### src/rtl/alu8f_pkg.sv
// Shared widths, operation codes and controller/datapath link types for the 8-bit ALU.
package alu8f_pkg;

  localparam int DATA_W = 8;
  localparam int OP_W   = 4;
  localparam int SH_W   = $clog2(DATA_W);

  typedef logic [DATA_W-1:0] data_t;
  typedef logic [OP_W-1:0]   opcode_t;

  localparam opcode_t OP_ADD = 4'd0;
  localparam opcode_t OP_ADC = 4'd1;
  localparam opcode_t OP_SUB = 4'd2;
  localparam opcode_t OP_SBC = 4'd3;
  localparam opcode_t OP_MUL = 4'd4;
  localparam opcode_t OP_DIV = 4'd5;
  localparam opcode_t OP_RSB = 4'd6;
  localparam opcode_t OP_NEG = 4'd7;
  localparam opcode_t OP_AND = 4'd8;
  localparam opcode_t OP_OR  = 4'd9;
  localparam opcode_t OP_XOR = 4'd10;
  localparam opcode_t OP_NOT = 4'd11;
  localparam opcode_t OP_SHL = 4'd12;
  localparam opcode_t OP_ROR = 4'd13;
  localparam opcode_t OP_SHR = 4'd14;
  localparam opcode_t OP_ASR = 4'd15;

  // Commands from the controller to the datapath.
  typedef struct packed {
    logic load;      // capture the incoming beat into the operand registers
    logic div_step;  // one restoring-division iteration
    logic commit;    // write result and flags into the output register
  } cmd_t;

  // Status from the datapath to the controller.
  typedef struct packed {
    logic in_is_div; // the beat offered on the input channel is a divide
  } stat_t;

endpackage

### src/rtl/alu8f_if.sv
// Valid/ready channel interfaces for the ALU operand and result beats.
interface alu8f_in_if;
  import alu8f_pkg::*;

  logic    valid;
  logic    ready;
  opcode_t operation;
  data_t   operand_a;
  data_t   operand_b;

  modport source (output valid, output operation, output operand_a, output operand_b,
                  input ready);
  modport sink   (input valid, input operation, input operand_a, input operand_b,
                  output ready);
endinterface

interface alu8f_out_if;
  import alu8f_pkg::*;

  logic  valid;
  logic  ready;
  data_t result;
  logic  zero;
  logic  carry;
  logic  negative;
  logic  overflow;

  modport source (output valid, output result, output zero, output carry,
                  output negative, output overflow, input ready);
  modport sink   (input valid, input result, input zero, input carry,
                  input negative, input overflow, output ready);
endinterface

### src/rtl/alu_8bit_with_flags.sv
// Top level of the 8-bit ALU with Z, C, N and V flags.
//
// Each input beat carries an operation code and two operand bytes and yields one
// result beat holding the result byte and the four flags. Carry and overflow are
// held in flag registers: operations that do not define them pass the stored
// values on, and add with carry and subtract with borrow read them. Every
// operation except divide is accepted and captured in the idle state and then
// goes through the shared adder, multiplier, shifter and logic unit in the
// execute state, which commits its result beat to the output register. Divide
// runs a restoring divider between those two states that produces one quotient
// bit per cycle; a zero divisor gives 255, and divide leaves the carry and
// overflow flags alone. The block works on one item at a time and is ready for
// a new operand beat as soon as the previous item has reached the output
// register, so a finished result may wait there for the sink while the next
// item is already being worked on; that next item then holds in its last cycle
// until the waiting beat is taken. Reset is synchronous and active low and
// clears both flags.
module alu_8bit_with_flags (
  input  logic         clk,
  input  logic         rst_n,
  alu8f_in_if.sink     in_beat,
  alu8f_out_if.source  out_beat
);
  import alu8f_pkg::*;

  cmd_t  cmd;
  stat_t stat;

  // The controller owns all sequencing and the output valid flag.
  alu8f_ctrl u_ctrl (
    .clk       (clk),
    .rst_n     (rst_n),
    .in_valid  (in_beat.valid),
    .in_ready  (in_beat.ready),
    .out_valid (out_beat.valid),
    .out_ready (out_beat.ready),
    .stat      (stat),
    .cmd       (cmd)
  );

  // The datapath holds the operands, the divider, the flags and the result byte.
  alu8f_dp u_dp (
    .clk          (clk),
    .rst_n        (rst_n),
    .cmd          (cmd),
    .stat         (stat),
    .in_operation (in_beat.operation),
    .in_operand_a (in_beat.operand_a),
    .in_operand_b (in_beat.operand_b),
    .out_result   (out_beat.result),
    .out_zero     (out_beat.zero),
    .out_carry    (out_beat.carry),
    .out_negative (out_beat.negative),
    .out_overflow (out_beat.overflow)
  );

  // A commit must never overwrite a result beat that the sink has not taken.
  a_commit_slot_free: assert property (@(posedge clk) disable iff (!rst_n)
    cmd.commit |-> (!out_beat.valid || out_beat.ready))
    else $error("result register overwritten before it was taken");

  // A divide needs its iterations, so no commit can follow its acceptance directly.
  a_div_no_early_commit: assert property (@(posedge clk) disable iff (!rst_n)
    (in_beat.valid && in_beat.ready && stat.in_is_div) |=> !cmd.commit)
    else $error("divide committed without iterating");

  // The flags change only when a result is committed.
  a_flags_hold: assert property (@(posedge clk) disable iff (!rst_n)
    (rst_n && !cmd.commit) |=> ($stable(out_beat.carry) && $stable(out_beat.overflow)))
    else $error("flags changed without a commit");

endmodule

### src/rtl/alu8f_ctrl.sv
// Controller state machine of the 8-bit ALU: sequences load, division steps and commit.
module alu8f_ctrl (
  input  logic             clk,
  input  logic             rst_n,
  input  logic             in_valid,
  output logic             in_ready,
  output logic             out_valid,
  input  logic             out_ready,
  input  alu8f_pkg::stat_t stat,
  output alu8f_pkg::cmd_t  cmd
);
  import alu8f_pkg::*;

  localparam logic [1:0] ST_IDLE = 2'd0;
  localparam logic [1:0] ST_DIV  = 2'd1;
  localparam logic [1:0] ST_EXEC = 2'd2;

  localparam logic [SH_W-1:0] CNT_LAST = SH_W'(DATA_W - 1);

  logic [1:0]      state_r, state_nxt;
  logic [SH_W-1:0] cnt_r, cnt_nxt;
  logic            out_valid_r, out_valid_nxt;
  logic            slot_free;

  assign slot_free = !out_valid_r || out_ready;
  assign in_ready  = (state_r == ST_IDLE);
  assign out_valid = out_valid_r;

  always_comb begin
    state_nxt = state_r;
    cnt_nxt   = cnt_r;
    cmd       = '0;
    case (state_r)
      ST_IDLE: begin
        cnt_nxt = '0;
        if (in_valid) begin
          cmd.load  = 1'b1;
          state_nxt = stat.in_is_div ? ST_DIV : ST_EXEC;
        end
      end
      ST_DIV: begin
        cmd.div_step = 1'b1;
        cnt_nxt      = cnt_r + 1'b1;
        if (cnt_r == CNT_LAST) begin
          state_nxt = ST_EXEC;
        end
      end
      ST_EXEC: begin
        if (slot_free) begin
          cmd.commit = 1'b1;
          state_nxt  = ST_IDLE;
        end
      end
      default: begin
        state_nxt = ST_IDLE;
      end
    endcase
  end

  always_comb begin
    out_valid_nxt = out_valid_r;
    if (cmd.commit) begin
      out_valid_nxt = 1'b1;
    end else if (out_ready) begin
      out_valid_nxt = 1'b0;
    end
  end

  always_ff @(posedge clk) begin
    if (!rst_n) begin
      state_r     <= ST_IDLE;
      cnt_r       <= '0;
      out_valid_r <= 1'b0;
    end else begin
      state_r     <= state_nxt;
      cnt_r       <= cnt_nxt;
      out_valid_r <= out_valid_nxt;
    end
  end

endmodule

### src/rtl/alu8f_dp.sv
// Datapath of the 8-bit ALU: operand registers, shared adder, divider, flags and result register.
module alu8f_dp (
  input  logic               clk,
  input  logic               rst_n,
  input  alu8f_pkg::cmd_t    cmd,
  output alu8f_pkg::stat_t   stat,
  input  alu8f_pkg::opcode_t in_operation,
  input  alu8f_pkg::data_t   in_operand_a,
  input  alu8f_pkg::data_t   in_operand_b,
  output alu8f_pkg::data_t   out_result,
  output logic               out_zero,
  output logic               out_carry,
  output logic               out_negative,
  output logic               out_overflow
);
  import alu8f_pkg::*;

  opcode_t op_r;
  data_t   a_r, b_r;
  data_t   rem_r, quot_r;
  data_t   result_r;
  logic    carry_flag_r, overflow_flag_r;

  data_t   res_nxt;
  logic    carry_nxt, overflow_nxt;

  data_t               add_x, add_y;
  logic                add_cin;
  logic [DATA_W:0]     add_sum;
  data_t               add_ovf_vec;
  logic [2*DATA_W-1:0] mul_w;
  logic [SH_W-1:0]     sh_amt;
  logic [2*DATA_W-1:0] shl_w;
  logic [2*DATA_W-1:0] ror_w;
  logic [DATA_W:0]     shr_w;
  logic signed [DATA_W:0] asr_w;
  logic [DATA_W:0]     div_trial, div_diff;
  logic                div_ge;

  assign stat.in_is_div = (in_operation == OP_DIV);

  // Shared adder: subtraction is x + ~y + carry-in, carry out means no borrow.
  always_comb begin
    add_x   = a_r;
    add_y   = b_r;
    add_cin = 1'b0;
    case (op_r)
      OP_ADC: add_cin = carry_flag_r;
      OP_SUB: begin
        add_y   = ~b_r;
        add_cin = 1'b1;
      end
      OP_SBC: begin
        add_y   = ~b_r;
        add_cin = carry_flag_r;
      end
      OP_RSB: begin
        add_x   = b_r;
        add_y   = ~a_r;
        add_cin = 1'b1;
      end
      default: add_cin = 1'b0;
    endcase
  end

  assign add_sum     = {1'b0, add_x} + {1'b0, add_y} + {{DATA_W{1'b0}}, add_cin};
  assign add_ovf_vec = ~(add_x ^ add_y) & (add_x ^ add_sum[DATA_W-1:0]);

  assign mul_w  = a_r * b_r;
  assign sh_amt = b_r[SH_W-1:0];
  assign shl_w  = {{DATA_W{1'b0}}, a_r} << sh_amt;
  assign ror_w  = {a_r, a_r} >> sh_amt;
  assign shr_w  = {a_r, 1'b0} >> sh_amt;
  assign asr_w  = $signed({a_r, 1'b0}) >>> sh_amt;

  always_comb begin
    res_nxt      = '0;
    carry_nxt    = carry_flag_r;
    overflow_nxt = overflow_flag_r;
    case (op_r)
      OP_ADD, OP_ADC, OP_SUB, OP_SBC, OP_RSB: begin
        res_nxt      = add_sum[DATA_W-1:0];
        carry_nxt    = add_sum[DATA_W];
        overflow_nxt = add_ovf_vec[DATA_W-1];
      end
      OP_MUL: res_nxt = mul_w[DATA_W-1:0];
      OP_DIV: res_nxt = quot_r;
      OP_NEG: res_nxt = data_t'(-b_r);
      OP_AND: res_nxt = a_r & b_r;
      OP_OR:  res_nxt = a_r | b_r;
      OP_XOR: res_nxt = a_r ^ b_r;
      OP_NOT: res_nxt = ~b_r;
      OP_SHL: begin
        res_nxt = shl_w[DATA_W-1:0];
        if (sh_amt != '0) carry_nxt = shl_w[DATA_W];
      end
      OP_ROR: begin
        res_nxt = ror_w[DATA_W-1:0];
        if (sh_amt != '0) carry_nxt = ror_w[DATA_W-1];
      end
      OP_SHR: begin
        res_nxt = shr_w[DATA_W:1];
        if (sh_amt != '0) carry_nxt = shr_w[0];
      end
      OP_ASR: begin
        res_nxt = asr_w[DATA_W:1];
        if (sh_amt != '0) carry_nxt = asr_w[0];
      end
      default: res_nxt = '0;
    endcase
  end

  // Restoring division, one quotient bit per step. A zero divisor yields all ones.
  assign div_trial = {rem_r, quot_r[DATA_W-1]};
  assign div_ge    = (div_trial >= {1'b0, b_r});
  assign div_diff  = div_trial - {1'b0, b_r};

  always_ff @(posedge clk) begin
    if (cmd.load) begin
      op_r   <= in_operation;
      a_r    <= in_operand_a;
      b_r    <= in_operand_b;
      rem_r  <= '0;
      quot_r <= in_operand_a;
    end else if (cmd.div_step) begin
      rem_r  <= div_ge ? div_diff[DATA_W-1:0] : div_trial[DATA_W-1:0];
      quot_r <= {quot_r[DATA_W-2:0], div_ge};
    end
    if (cmd.commit) begin
      result_r <= res_nxt;
    end
  end

  always_ff @(posedge clk) begin
    if (!rst_n) begin
      carry_flag_r    <= 1'b0;
      overflow_flag_r <= 1'b0;
    end else if (cmd.commit) begin
      carry_flag_r    <= carry_nxt;
      overflow_flag_r <= overflow_nxt;
    end
  end

  assign out_result   = result_r;
  assign out_zero     = (result_r == '0);
  assign out_negative = result_r[DATA_W-1];
  assign out_carry    = carry_flag_r;
  assign out_overflow = overflow_flag_r;

endmodule
### src/flat_wrapper.sv
// flat-port wrapper written by rule: the top's interface ports become plain ports
module alu_8bit_with_flags_flat import alu8f_pkg::*;
  (clk, rst_n, in_beat_valid, in_beat_operation, in_beat_operand_a, in_beat_operand_b, in_beat_ready, out_beat_valid, out_beat_result, out_beat_zero, out_beat_carry, out_beat_negative, out_beat_overflow, out_beat_ready);
  alu8f_in_if in_beat_i ();
  alu8f_out_if out_beat_i ();
  input  logic clk;
  input  logic rst_n;
  input wire logic [$bits(in_beat_i.valid)-1:0] in_beat_valid;
  input wire logic [$bits(in_beat_i.operation)-1:0] in_beat_operation;
  input wire logic [$bits(in_beat_i.operand_a)-1:0] in_beat_operand_a;
  input wire logic [$bits(in_beat_i.operand_b)-1:0] in_beat_operand_b;
  output wire logic [$bits(in_beat_i.ready)-1:0] in_beat_ready;
  output wire logic [$bits(out_beat_i.valid)-1:0] out_beat_valid;
  output wire logic [$bits(out_beat_i.result)-1:0] out_beat_result;
  output wire logic [$bits(out_beat_i.zero)-1:0] out_beat_zero;
  output wire logic [$bits(out_beat_i.carry)-1:0] out_beat_carry;
  output wire logic [$bits(out_beat_i.negative)-1:0] out_beat_negative;
  output wire logic [$bits(out_beat_i.overflow)-1:0] out_beat_overflow;
  input wire logic [$bits(out_beat_i.ready)-1:0] out_beat_ready;
  assign in_beat_i.valid = in_beat_valid;
  assign in_beat_i.operation = in_beat_operation;
  assign in_beat_i.operand_a = in_beat_operand_a;
  assign in_beat_i.operand_b = in_beat_operand_b;
  assign in_beat_ready = in_beat_i.ready;
  assign out_beat_valid = out_beat_i.valid;
  assign out_beat_result = out_beat_i.result;
  assign out_beat_zero = out_beat_i.zero;
  assign out_beat_carry = out_beat_i.carry;
  assign out_beat_negative = out_beat_i.negative;
  assign out_beat_overflow = out_beat_i.overflow;
  assign out_beat_i.ready = out_beat_ready;
  alu_8bit_with_flags u_core (.clk(clk), .rst_n(rst_n), .in_beat(in_beat_i), .out_beat(out_beat_i));
endmodule
### config.mk
export PLATFORM = sky130hd
export DESIGN_NAME = alu_8bit_with_flags_flat
export DESIGN_NICKNAME = d
export VERILOG_FILES = /design/src/rtl/alu8f_pkg.sv /design/src/rtl/alu8f_if.sv /design/src/rtl/alu_8bit_with_flags.sv /design/src/rtl/alu8f_ctrl.sv /design/src/rtl/alu8f_dp.sv /design/src/flat_wrapper.sv
export SDC_FILE = /design/constraint.sdc
export NUM_CORES = 1
export LEC_CHECK = 0
export BUFFER_PORTS_ARGS = -buffer_cell sky130_fd_sc_hd__buf_2
export CAP_MARGIN = 20
export CORE_MARGIN = 10
export CORE_UTILIZATION = 65
export CTS_CLUSTER_DIAMETER = 30
export DETAILED_ROUTE_END_ITERATION = 12
export GPL_ROUTABILITY_DRIVEN = 0
export PLACE_DENSITY = 0.83
export REMOVE_ABC_BUFFERS = 1
export SLEW_MARGIN = 25
export SYNTH_ARGS = -nofsm -noshare
export SYNTH_HDL_FRONTEND = slang
export SYNTH_SLANG_ARGS = --single-unit
### constraint.sdc
create_clock -name clk -period 6.3 [get_ports clk]
set_input_delay 0.945 -clock clk [delete_from_list [all_inputs] [get_ports clk]]
set_output_delay 0.945 -clock clk [all_outputs]
set_load 0.005 [all_outputs]
==> impl_metrics.json <==
{
  "run_status": "complete, no violations",
  "maxSlewHeadroom": 0.308,
  "power_report.internal_total_mw": 0.698,
  "syn-cell-area_mm2": 0.00529,
  "crit-reg2reg-launch": "u_core.u_dp.b_r[2]",
  "clockRootBuffer": "clkbuf_8",
  "post_cts_setup_driven_buffer_insertion_count": 0,
  "fp.dieW_um": 110,
  "net-switching-power_mw": 0.459,
  "critical_path_start_end_classification": "reg2reg",
  "number_of_inserted_filler_cells_in_the_final_layout": 641,
  "timing.hold.worst_path_depth": 2,
  "crit_arrival_ns": 4.58,
  "place_ws_ns": 1.84,
  "wire_per_inst_um": 19.0,
  "die_y_um": 110,
  "wirelength_um": 14300,
  "final_cell_mix": "nand2_1 (76), nor2_1 (69), ha_1 (52)",
  "worst_skew_pair.late_latency_ns": 0.31,
  "sw_frac": 0.397,
  "grt_use_total": 0.238,
  "setup_viol": 0,
  "reg2reg_depth": 13,
  "area_growth_syn_to_layout_pct": 5.91,
  "final_layout_size_suffix_gt1_frac": 0.103,
  "most_common_library_cell_in_the_layout_ignoring_fill_and_taps": "nand2_1",
  "placedInstanceArea_mm2": 0.00552,
  "number_of_diodes_added_for_antenna_fixing": 0,
  "routed_via_count_divided_by_cell_count": 6.56,
  "transition_at_the_pin_with_the_smallest_max_transition_slack_ns": 1.04,
  "grt.overflow.total": 0,
  "min_from": "u_core.u_dp.rem_r[4]",
  "final_hold_viol_count": 0,
  "peakVddDrop_mv": 0.148,
  "critical_path_required_ns": 6.35,
  "portBuffers": 37,
  "grt_first_pass_wirelength_um": 23200,
  "ys_async_sr_fraction": 0,
  "initial_utilization": 0.678,
  "p_total_mw": 1.16,
  "grt_max_degree": 37,
  "detailedPlacementHpwl_um": 11000,
  "grt_antenna_before_repair": 0,
  "io_pins": 38,
  "layout.nets": 743,
  "synth_edf_count": 36,
  "rrSetupSlack_ns": 1.77,
  "share_clk_of_total_power": 0.167,
  "clk_pin_slew_worst_paths_ns": 0.10,
  "crit_path_max_fanout": 30,
  "seq_area_frac_synth": 0.265,
  "leakage_nw": 2.46,
  "worst_r2r_endpoint": "u_core.u_dp.out_result[4]",
  "cts_resized": 0,
  "num_vias": 4953,
  "final_min_period_over_clock_period": 0.720,
  "syn-instance-count": 636,
  "firstDrtPassIters": 8,
  "cts_tree": "done",
  "startpoint_type": "register",
  "clkSinkCount": 52,
  "layout_setup_ws_ns": 1.77,
  "number_of_drc_markers_in_iteration_0": 711,
  "ys.warnings.count": 0,
  "ctsHoldBuffers": 0,
  "cts_buffers": 5,
  "floorplan.die_area_mm2": 0.0122,
  "slew_violations": 0,
  "worst_setup_path_end_kind": "register",
  "layout.cell_area.non_filler_mm2": 0.00561,
  "htreeDepth": 2,
  "min-delay-path-class": "reg2reg",
  "setup_tns_ns": 0,
  "power.sequential.fraction": 0.385,
  "synth_top_flop_cell": "edfxtp_1",
  "post_synth_num_cell_types": 72,
  "fin_worst_skew_ns": 0.0118,
  "drc_errors_left": 0,
  "final.min_clock_period_ns": 4.54,
  "max_clock_freq_ghz": 0.221,
  "syn_avg_cell_area_um2": 8.32,
  "vias_in_the_first_global_route": 4626,
  "synth.top_cells.by_area": "edfxtp_1 (20%), ha_1 (12%), dfxtp_1 (6.1%), fa_1 (5.7%), nand2_1 (5.4%)",
  "ratio_of_total_power_to_cell_area_mw_per_mm2": 207,
  "finalCoreUtilization": 0.718,
  "comb_power_share": 0.447,
  "fp-row-count": 32,
  "antenna_violating_nets_post_route": 0,
  "yosys_register_bits": 52,
  "synth_top_area_cell": "edfxtp_1",
  "fp.coreArea_mm2": 0.00781,
  "cap_viol_max_count": 0,
  "unrepaired_setup_endpoints_after_global_routing": "false",
  "worst_hold_path.endpoint": "u_core.u_dp.rem_r[4]",
  "cts.path.max_buffers": 2,
  "netlist.area_leader.share": 0.204
}
[final cells by class]
type                    instances  area (um2)  area share
clock inverters                 3        21.3     0.00379
flip-flops and latches         52        1400       0.250
multi-input cells             491        3530       0.629
clock buffers                   5        68.8      0.0123
inverters                      57         214      0.0382
repair buffers                 45         245      0.0437
well taps                     102         128      0.0228
[state kept, by name, summed over array words and instances, names as in the netlist]
name / flops
u_core.u_dp.a_r: 8
u_core.u_dp.b_r: 8
u_core.u_dp.out_result: 8
u_core.u_dp.quot_r: 8
u_core.u_dp.rem_r: 8
u_core.u_dp.op_r: 4
u_core.u_ctrl.cnt_r: 3
u_core.u_ctrl.state_r: 2
u_core.u_ctrl.out_valid: 1
u_core.u_dp.out_carry: 1
u_core.u_dp.out_overflow: 1
[synth_stat cells (9+ instances only)]
cell type / count
a211oi_1: 9
a21oi_1: 41
a221o_1: 9
buf_2: 9
clkbuf_1: 24
dfxtp_1: 16
edfxtp_1: 36
fa_1: 15
ha_1: 52
inv_1: 51
mux2i_1: 14
nand2_1: 76
nor2_1: 69
nor3_1: 10
o21ai_0: 32
o21ai_1: 9
xnor2_1: 23
[worst max-delay path by stage]
stage                   startpoint                         to  slack (ns)  cells past startpoint
2_1_floorplan  u_core.u_dp.op_r[1]      u_core.u_dp.out_carry        1.85                     13
3_3_place_gp    u_core.u_dp.b_r[2]  u_core.u_dp.out_result[5]        1.94                     17
3_5_place_dp    u_core.u_dp.b_r[2]  u_core.u_dp.out_result[4]        1.84                     13
4_1_cts         u_core.u_dp.b_r[2]  u_core.u_dp.out_result[4]        1.85                     13
5_1_grt         u_core.u_dp.b_r[2]  u_core.u_dp.out_result[4]        1.54                     13
6_report        u_core.u_dp.b_r[2]  u_core.u_dp.out_result[4]        1.77                     13
[power by group through the flow]
| stage | Sequential [mW] | Combinational (mW) | Clock, mW |
|---|---|---|---|
| global route | 0.449 | 0.572 | 0.210 |
| detailed placement | 0.451 | 0.506 | 0 |
| CTS | 0.443 | 0.510 | 0.196 |
| global placement | 0.450 | 0.490 | 0 |
| finish | 0.446 | 0.518 | 0.194 |
| floorplan | 0.446 | 0.368 | 0 |
[worst max-delay path: stages (launching register included)]
cell      delay (ns)
edfxtp_1        1.04
inv_1           0.15
nor2_1          0.15
ha_1            0.19
fa_1            0.42
ha_1            0.29
inv_1           0.06
fa_1            0.53
fa_1            0.57
o311ai_0        0.13
a221oi_1        0.34
o21ai_1         0.12
a211oi_1        0.23
a21oi_1         0.06
[through the flow]
step           hold slack (ns)  cells
5_1_grt                  0.516    755
3_3_place_gp             0.438    747
4_1_cts                  0.478    755
3_5_place_dp             0.464    747
2_1_floorplan            0.426    600
6_report                 0.476    755
[per-layer routing]
| metal | GRT usage | vias to the layer above | wire [um] |
|---|---|---|---|
| met1 | 0.325 | 2281 | 5740 |
| li1 | - | 2293 | - |
| met2 | 0.362 | 326 | 6230 |
| met3 | 0.0569 | 53 | 1940 |
| met5 | 0 | - | 0 |
| met4 | 0.0789 | 0 | 417 |
[kinds of logic after synthesis]
| logic type | after synthesis | synth area share |
|---|---|---|
| and+or+nand+nor | 203 | 0.172 |
| AOI/OAI and AO/OA | 168 | 0.216 |
| buffers and inverters | 93 | 0.0688 |
| adders and majority gates | 67 | 0.180 |
| DFF | 52 | 0.265 |
| xor gates and xnor gates | 31 | 0.0513 |
| muxes | 22 | 0.0477 |
No activity file was read; power rests on OpenSTA's default activity.
